$ cat src/hw/rtl/arlc_pkg.sv
`timescale 1ns / 1ps

package arlc_pkg;

    // Widths of the beat fields; fixed by the stream format.
    localparam int ADDR_W  = 64;
    localparam int PERM_W  = 4;
    localparam int INDEX_W = 8;

    // Item kinds carried on the input tuser bit.
    localparam logic ACT_LOOKUP = 1'b0;
    localparam logic ACT_APPEND = 1'b1;

    // Lookup token handed from cell to cell along the chain.
    typedef struct packed {
        logic               valid;
        logic               hit;
        logic [INDEX_W-1:0] idx;
        logic [ADDR_W-1:0]  mapped;
        logic [PERM_W-1:0]  perms;
        logic [ADDR_W-1:0]  addr;
    } tok_t;

    // Region write broadcast to all cells; delta is file offset minus start.
    typedef struct packed {
        logic               en;
        logic [ADDR_W-1:0]  start;
        logic [ADDR_W-1:0]  stop;
        logic [ADDR_W-1:0]  delta;
        logic [PERM_W-1:0]  perms;
    } wr_t;

endpackage

$ cat src/hw/rtl/arlc_cell.sv
`timescale 1ns / 1ps

module arlc_cell #(
    parameter int CELL_IDX = 0,
    parameter int CNT_W    = 9
) (
    input  logic                 aclk,
    input  logic                 aresetn,
    input  logic                 adv,
    input  logic [CNT_W-1:0]     count,
    input  arlc_pkg::wr_t        wr,
    input  arlc_pkg::tok_t       tok_in,
    output arlc_pkg::tok_t       tok_out
);
    import arlc_pkg::*;

    logic [ADDR_W-1:0] start_reg;
    logic [ADDR_W-1:0] stop_reg;
    logic [ADDR_W-1:0] delta_reg;
    logic [PERM_W-1:0] perm_reg;
    tok_t              tok_reg;
    tok_t              tok_next;
    logic              active;
    logic              match;

    // This cell holds a region once the fill count has passed its slot.
    assign active = (count > CNT_W'(CELL_IDX));

    // Region store: loaded when the append lands on this slot.
    always_ff @(posedge aclk) begin
        if (wr.en && (count == CNT_W'(CELL_IDX))) begin
            start_reg <= wr.start;
            stop_reg  <= wr.stop;
            delta_reg <= wr.delta;
            perm_reg  <= wr.perms;
        end
    end

    // The first containing region along the chain claims the token.
    assign match = tok_in.valid && !tok_in.hit && active
                   && (start_reg <= tok_in.addr) && (tok_in.addr < stop_reg);

    always_comb begin
        tok_next = tok_in;
        if (match) begin
            tok_next.hit    = 1'b1;
            tok_next.idx    = INDEX_W'(CELL_IDX);
            tok_next.mapped = tok_in.addr + delta_reg;
            tok_next.perms  = perm_reg;
        end
    end

    // Token stage towards the next cell.
    always_ff @(posedge aclk) begin
        if (!aresetn) begin
            tok_reg <= '0;
        end else if (adv) begin
            tok_reg <= tok_next;
        end
    end

    assign tok_out = tok_reg;

endmodule

$ cat config.mk
export PLATFORM = sky130hd
export DESIGN_NAME = arlc_cell
export DESIGN_NICKNAME = d
export VERILOG_FILES = /design/src/hw/rtl/arlc_pkg.sv /design/src/hw/rtl/arlc_cell.sv
export SDC_FILE = /design/constraint.sdc
export NUM_CORES = 1
export LEC_CHECK = 0
export BUFFER_PORTS_ARGS = -buffer_cell sky130_fd_sc_hd__clkbuf_2
export CAP_MARGIN = 20
export CORE_AREA = 4 4 189 191
export DETAILED_ROUTE_END_ITERATION = 10
export DIE_AREA = 0 0 193 195
export GPL_ROUTABILITY_DRIVEN = 0
export PLACE_DENSITY = 0.82
export REMOVE_ABC_BUFFERS = 1
export SYNTH_ARGS = -nofsm -noshare
export SYNTH_HDL_FRONTEND = slang
export SYNTH_SLANG_ARGS = --single-unit
$ cat constraint.sdc
create_clock -name aclk -period 15.5 [get_ports aclk]
set_input_delay 2.325 -clock aclk [delete_from_list [all_inputs] [get_ports aclk]]
set_output_delay 2.325 -clock aclk [all_outputs]
set_load 0.005 [all_outputs]
==> summary by stage, run 1 <==
Drt
The first-pass iteration count of the detailed router is 5. The mean routed wirelength per cell is 20.9 um. After detailed routing, the total wire length is 58.4 mm. The detailed router placed 16,400 vias in this run. After detailed routing, the met2 layer carries 27.9 mm of wire. In this run the top signal layer used is met5. Using the TritonRoute via totals, the vias-per-cell ratio works out to 5.88.

The detailed-route wire length on metal 1 is 22.6 mm. The remaining antenna violation count is 0. In this run, the number of DRC markers left after iteration 0 of detailed routing was 1,439. The DRC violations left is 0. The amount of wire on met3 after detailed routing is 5.05 mm.

Timing
Setup total negative slack on the finished layout was measured at 0 ns. Setup repair after global routing left no endpoint under its margin. Across the routed clock network, the largest skew measured is 0.0227 ns. The number of hold-slack violations in the final timing report is 0.

The worst path in the final design needs a cycle of 5.89 ns, including I/O delays and setup. In the finished design, the share of the clock period the worst path needs comes to 38.0%. At the pin with the least slew margin, the transition time is 0.998 ns. The worst pin sits at a relative slew slack of 33.4%. Setup violations remaining at the end of the flow were counted as 0.

Static timing analysis puts the maximum clock frequency at 0.170 GHz. Hold timing on the final database bottoms out at a slack of 0.463 ns. The final max-slew violation count is 0.

Placed design
The placed wire-length estimate is 44.0 mm. The number of buffers inserted by port buffering is 492.

Setup path
Traced cell by cell, the critical path runs through clkbuf_2 > inv_1 > ha_1 > nand4_1 > or4_1 > nor4b_2 > and4b_1 > nand2_2 > a21oi_4 > nand2_4 > or4_1 > a311oi_1. STA puts the critical path data required time at 15.95 ns. For this run, the slowest stage of the critical path takes 0.68 ns. The most numerous cell type found on the critical path is sky130_fd_sc_hd__or4_1. Counting both buffers and inverters, the worst setup path holds a total of 2. The endpoint arrival time on the critical path is 6.34 ns. The largest individual stage delay along the critical path comes from the cell sky130_fd_sc_hd__or4_1. Along the worst path, the maximum fanout reaches 62. The cell family contributing the most delay on the critical path is simple AND/OR/NAND/NOR gates.

The start-to-end type of the worst setup path is in -> reg. The worst setup path is launched from a primary input. The endpoint type of the worst setup path is a flop.

Floorplan
Once the floorplan was initialized, standard cells occupied 53.9% of the core. The die is 193 um wide. The number of cell rows is 68.

Measured along the y axis, the die boundary spans 195 um. The number of top-level pins is 493. The die covers 0.0376 mm2. The total area inside the core boundary comes to 0.0341 mm2.

Power
Dividing total power by cell area gives a power density of 95.5 mW/mm2. In this run the static leakage power is 10.4 nW. The maximum ir drop on the vdd rail is 0.0881 mV. The completed layout was analyzed and its total power is 0.00214 W.

Logic synthesis
Of all flip-flops after synthesis, the portion carrying an async set or reset was 0%. Counting every instance in the synthesized netlist gives 1,841. The post-synthesis sequential area ratio is 47.4%. The synthesized design contains 196 enable-type register cells. A synthesized cell averages 9.99 um2. The total of flip-flops plus latches after synthesis is 338. The number of distinct library cells after synthesis is 70. The most used flip-flop cell after synthesis is sky130_fd_sc_hd__edfxtp_1. The count of warnings emitted by yosys is 0. The post-synth design cell area is 0.0184 mm2.

Run
Across the run, the number of max-cap violations was 0.

Cells and area
The final layout net count is 2,848. The leading cell type in the layout, fill and taps excluded is sky130_fd_sc_hd__clkbuf_2. In the layout the commonest cells are sky130_fd_sc_hd__clkbuf_2 (491), sky130_fd_sc_hd__edfxtp_1 (196), sky130_fd_sc_hd__ha_1 (190), sky130_fd_sc_hd__nand2_1 (185), sky130_fd_sc_hd__nor2_1 (157). The flip-flop count of the largest register, all copies and words added is 142. Compared with the post-synthesis result, the final layout area differs by 21.9%. The layout filler cell count is 2,628. Cells with a size suffix above 1 make up 24.5% of the layout.

GRT
The number of global-route vias before repair is 16,400. After global routing the overflow that remains totals 0. Global routing used 30.1% of the available tracks. The maximum number of pins on one net before global-route repair is 90. The initial antenna violation count is 2. The first global-routing pass estimated 88.9 mm of wire.

Clocking
The number of buffers added to fix hold violations after cts is 0. The clock net sink count is 338. The maximum level of the CTS H-tree is 2. The maximum number of buffers from clock root to sink is 3. Buffers inserted during clock tree synthesis total 38.

The number of setup buffers added after CTS is 0. The TritonCTS clock tree is done. Clock-pin slew was measured on the worst setup and hold paths at 0.06 ns. The clock latency reported for the late side of the worst-skew pair is 0.55 ns. Gates resized during post-CTS repair numbered 0. The cell sitting at the root of the clock tree is a sky130_fd_sc_hd__clkbuf_16.

Hold path
The type of the tightest min-delay check is reg -> reg.

Outcome
The flow ran to the end, and the final reports show no timing, DRC or antenna violations.
worst paths after layout:
check,slack [ns],endpoint,cells after the start,start
max,9.61,tok_out[75],12,tok_in[58]
min,0.46,tok_out[136],2,tok_out[136]
max reg2reg,11.22,tok_out[75],10,start_reg[60]
min reg2reg,0.46,tok_out[136],2,tok_out[136]
cells by family after synthesis:
| group | after synthesis | share of synthesized area, % |
|---|---|---|
| buffers and inverters | 218 | 4.51 |
| AND/OR/NAND/NOR | 523 | 13.0 |
| multiplexers | 73 | 3.98 |
| XOR/XNOR | 54 | 2.57 |
| AO/OA/AOI/OAI | 444 | 15.5 |
| adder cells (fa/ha/maj) | 191 | 13.0 |
| flip-flops | 338 | 47.4 |
through the flow:
| stage | worst slack (ns) | cell area (um2) | cells | util [%] |
|---|---|---|---|---|
| 2_1_floorplan | 7.55 | 18100 | 1765 | - |
| 3_3_place_gp | 9.27 | 21200 | 2721 | 62.2 |
| 3_5_place_dp | 9.09 | 21200 | 2721 | 62.2 |
| 4_1_cts | 9.67 | 22400 | 2790 | 65.7 |
| 5_1_grt | 9.37 | 22400 | 2791 | 65.7 |
| 6_report | 9.61 | 22400 | 2792 | 65.7 |
metal layers:
metal | global-route usage [%] | vias to the layer above
met1 | 36.6 | 7752
met2 | 51.1 | 812
met3 | 6.31 | 173
met4 | 13.6 | 2
met5 | 0 | -
li1 | - | 7665
power by group:
group | total [W] | internal (W) | switching (W) | leakage [nW]
registers | 0.000987 | 0.000973 | 0.0000136 | 2.94
clock network | 0.000866 | 0.000506 | 0.000360 | 0.583
logic | 0.000290 | 0.000124 | 0.000166 | 6.89
final cells by class:
type | instances | area [um2] | share of cell area (%)
multi-input cells | 1285 | 8850 | 39.5
clock inverters | 13 | 101 | 0.452
inverters | 142 | 536 | 2.39
diodes | 2 | 5.00 | 0.0223
repair buffers | 501 | 2540 | 11.3
flip-flops and latches | 338 | 8730 | 38.9
well taps | 455 | 569 | 2.54
clock buffers | 56 | 1090 | 4.86
tightest hold or removal path, stage by stage (launching register included):
cell and delay (ns):
sky130_fd_sc_hd__dfxtp_1 0.30, sky130_fd_sc_hd__nand2_1 0.06, sky130_fd_sc_hd__a21oi_1 0.05
synth_stat cells, types with 30 or more instances:
cell type / instances / area share (%)
sky130_fd_sc_hd__dfxtp_1: 142 / 15
sky130_fd_sc_hd__a21oi_1: 140 / 3.8
sky130_fd_sc_hd__mux2i_1: 71 / 3.9
sky130_fd_sc_hd__nand3_1: 41 / 1.1
sky130_fd_sc_hd__a31oi_1: 32 / 1.1
sky130_fd_sc_hd__inv_1: 140 / 2.9
sky130_fd_sc_hd__nand2_1: 185 / 3.8
sky130_fd_sc_hd__ha_1: 190 / 13
sky130_fd_sc_hd__edfxtp_1: 196 / 32
sky130_fd_sc_hd__nor2_1: 157 / 3.2
sky130_fd_sc_hd__a21o_1: 45 / 1.8
sky130_fd_sc_hd__o21ai_0: 82 / 2.2
sky130_fd_sc_hd__clkbuf_1: 62 / 1.3
sky130_fd_sc_hd__nand4_1: 38 / 1.3
sky130_fd_sc_hd__xnor2_1: 33 / 1.6
sky130_fd_sc_hd__a311oi_1: 30 / 1.4
No activity file was read; power rests on OpenSTA's default activity.
==> run 2: changes to the inputs <==
Settings changed: CORE_AREA 4 4 189 191 to not set, CORE_MARGIN set to 4, CORE_UTILIZATION set to 54, DIE_AREA 0 0 193 195 to not set.
Clock period 15.5 ns to 5.6 ns, I/O delays scaled along.
==> run 2 against run 1 <==
  * Setup slack got worse by 8.1 ns
  * Die area fell by 1.4%
  * Global-route usage decreased by 0.66 points
  * Routed wire length shrank 2.1%
  * Highest routed layer unchanged
  * Clock-buffer cell count fell by 6
  * Critical path depth grew 1
==> summary by stage, run 2 (synthesis results as in run 1) <==
Drt
The total number of vias is 16,200 (was 16,400). The number of DRC violations after detailed-routing iteration 0 is 1,242 (was 1,439). The first-pass iteration count of the detailed router came to 5 (unchanged). The mean routed wirelength per cell is 20.5 um (was 20.9 um). The remaining antenna violation count is 0 (unchanged). The total detailed-routing wirelength came to 57.1 mm (was 58.4 mm). The routed via count divided by cell count was 5.82 (was 5.88). The DRC violations left came to 0 (unchanged).

Clocking
The maximum level of the CTS H-tree is 2 (unchanged). The number of buffers added to fix hold violations after cts is 0 (unchanged). The number of setup buffers added after CTS was 0 (unchanged). The TritonCTS clock tree is done (unchanged).

The clock root buffer is sky130_fd_sc_hd__clkbuf_16 (unchanged). The maximum number of buffers from clock root to sink came to 3 (unchanged). The clock net sink count is 338 (unchanged). The clock-pin slew on the worst setup and hold paths is 0.06 ns (about the same). The number of buffers created by CTS came to 36 (was 38). The number of resized instances in the post-cts repair step is 0 (unchanged). The clock latency reported for the late side of the worst-skew pair is 0.52 ns (was 0.55 ns).

Run
The number of violations of the max-capacitance limit is 0 (unchanged).

Power
The internal power came to 0.00431 W (was 0.00160 W). The static leakage power is 10.4 nW (about the same). The maximum ir drop on the vdd rail is 0.239 mV (was 0.0881 mV). The total power divided by cell area is 258 mW/mm2 (was 95.5 mW/mm2). The sequential group share of total power came to 47.3% (was 46.1%). The combinational share of power was 13.8% (was 13.5%). The clock network power share is 38.9% (was 40.4%). The net switching power is 0.00146 W (was 0.000540 W).

The switching share of total power is 25.3% (was 25.2%).

Timing
The number of hold-slack violations in the final timing report is 0 (unchanged). The final max-slew violation count is 0 (unchanged). RSZ-0062 raised after global routing: no (unchanged). The slew of the pin with the lowest slew margin came to 0.947 ns (was 0.998 ns). The portion of the clock cycle consumed by the worst path in the final layout is 73.8%. The final hold slack came to 0.463 ns (about the same). The worst relative slew slack is 36.2% (was 33.4%). The fmax is 0.242 GHz.

For the finished layout, the period the worst path requires is 4.13 ns. The post-route clock skew is 0.0194 ns (was 0.0227 ns). The number of setup violations in the final report is 0 (unchanged).

Setup path
The worst path required time is 6.00 ns (was 15.95 ns). The start-to-end type of the worst setup path was in -> reg (unchanged). The destination of the worst register-to-register timing path is tok_out[122] (was tok_out[75]).

The largest driver fanout on the critical path is 39 (was 62). The length in cells of the worst reg-to-reg path came to 12 (was 10). The beginning of the worst register-to-register path is delta_reg[0] (was start_reg[60]). The endpoint type of the worst setup path is a flop (unchanged).

The type of element launching the critical path is a primary input (unchanged). The endpoint arrival time on the critical path is 4.53 ns (was 6.34 ns). The worst reg-to-reg setup slack is 1.61 ns (was 11.22 ns).

GRT
The maximum number of pins on one net before global-route repair came to 114 (was 90). The global-route wire length before repair is 86.2 mm (was 88.9 mm). The initial antenna violation count is 4 (was 2). The global-route congestion overflow total came to 0 (unchanged). The overall track demand over capacity in global routing was 29.4% (was 30.1%). The number of global-route vias before repair is 16,300 (was 16,400).

Placed design
The number of buffers inserted by port buffering is 492 (unchanged). The placed cell area is 0.0213 mm2 (was 0.0212 mm2). The number of cells after detailed placement is 2,716 (was 2,721).

The placed wire-length estimate was 44.5 mm (was 44.0 mm).

Cells and area
The area growth from synthesis to final layout is 21.6% (was 21.9%). The leading cell type in the layout, fill and taps excluded is sky130_fd_sc_hd__clkbuf_2 (unchanged). Highest-count cells in the layout ignoring fill and taps: sky130_fd_sc_hd__clkbuf_2 (491), sky130_fd_sc_hd__edfxtp_1 (196), sky130_fd_sc_hd__ha_1 (190), sky130_fd_sc_hd__nand2_1 (185), sky130_fd_sc_hd__nor2_1 (157) (unchanged).

The layout cell share with drive strength beyond 1 is 24.4% (was 24.5%). The final non-filler cell total is 2,783 (was 2,792). The final layout net count is 2,848 (unchanged). The flip-flop count of the largest register, all copies and words added was 142 (unchanged). The layout filler cell count was 2,625 (was 2,628). The final cell area excluding filler cells came to 0.0224 mm2 (about the same).

Floorplan
The number of top-level pins is 493 (unchanged). The standard cell core area is 0.0335 mm2 (was 0.0341 mm2). The number of cell rows is 67 (was 68).

The die boundary width is 193 um (about the same). The floorplan die height came to 193 um (was 195 um). The floorplan die area is 0.0371 mm2 (was 0.0376 mm2).

The initial core utilization is 54.9% (was 53.9%).

Hold path
The worst hold path startpoint is tok_out[139] (was tok_out[136]). The terminating pin of the worst hold path is tok_out[139] (was tok_out[136]). The cell depth of the worst hold path is 2 (unchanged). The type of the tightest min-delay check is reg -> reg (unchanged).

Outcome
Outcome: finished clean (unchanged).
[run 2: cell types whose count changed in the layout (fill, tap and decap cells not counted), sizes merged]
cell / previous run / this run
bufinv: 1 / 0
buf: 9 / 11
clkbuf: 548 / 542
clkinv: 8 / 11
[run 2: area by class of cell]
cell class,count,area (um2),area share [%]
tap,448,561,2.51
multi-input combinational,1285,8850,39.6
antenna,2,5.00,0.0224
inverter,142,536,2.39
sequential,338,8730,39.0
clock inverter,15,85.1,0.380
timing repair buffer,503,2590,11.6
clock buffer,50,1010,4.54
[run 2: stage by stage]
stage	worst slack [ns]	util (%)	total power [W]	TNS, ns
after floorplan	-0.870	-	0.00317	-170.47
after global placement	1.10	63.4	0.00353	0
after detailed placement	0.943	63.4	0.00356	0
after CTS	1.49	66.7	0.00579	0
after global routing	1.26	66.7	0.00599	0
final	1.47	66.7	0.00577	0
[run 2: power groups by stage]
| stage | logic (W) | registers, W | clock network (W) |
|---|---|---|---|
| 3_3_place_gp | 0.000754 | 0.00278 | 0 |
| 3_5_place_dp | 0.000780 | 0.00278 | 0 |
| 4_1_cts | 0.000789 | 0.00273 | 0.00227 |
| 2_1_floorplan | 0.000389 | 0.00278 | 0 |
| 5_1_grt | 0.000875 | 0.00273 | 0.00238 |
| 6_report | 0.000796 | 0.00273 | 0.00224 |
[run 2: worst max path at each step]
| stage | startpoint | endpoint | slack [ns] | cells past startpoint |
|---|---|---|---|---|
| 6_report | tok_in[57] | tok_out[128] | 1.47 | 13 |
| 5_1_grt | tok_in[42] | tok_out[120] | 1.26 | 13 |
| 4_1_cts | tok_in[57] | tok_out[128] | 1.49 | 13 |
| 3_5_place_dp | tok_in[57] | tok_out[128] | 0.94 | 13 |
| 3_3_place_gp | tok_in[57] | tok_out[128] | 1.10 | 13 |
| 2_1_floorplan | count[6] | delta_reg[0] | -0.87 | 4 |
[run 2: worst max-delay path, stage by stage]
cell and delay, ns:
sky130_fd_sc_hd__clkbuf_2 0.17, sky130_fd_sc_hd__inv_1 0.06, sky130_fd_sc_hd__ha_1 0.31, sky130_fd_sc_hd__nand4_1 0.19
sky130_fd_sc_hd__or4_1 0.68, sky130_fd_sc_hd__nor4b_2 0.36, sky130_fd_sc_hd__and4b_1 0.30, sky130_fd_sc_hd__nand2_2 0.09
sky130_fd_sc_hd__a21o_2 0.30, sky130_fd_sc_hd__nor2_4 0.50, sky130_fd_sc_hd__buf_12 0.28, sky130_fd_sc_hd__nand2_1 0.10
sky130_fd_sc_hd__o221a_2 0.33
[run 2: layer usage]
metal / global-route usage (%) / vias to the layer above / routed length (um)
met5: 0 / - / 24
met4: 11.5 / 4 / 2390
met3: 5.55 / 159 / 4410
met2: 51.1 / 742 / 27700
met1: 36.1 / 7646 / 22600
li1: - / 7645 / -
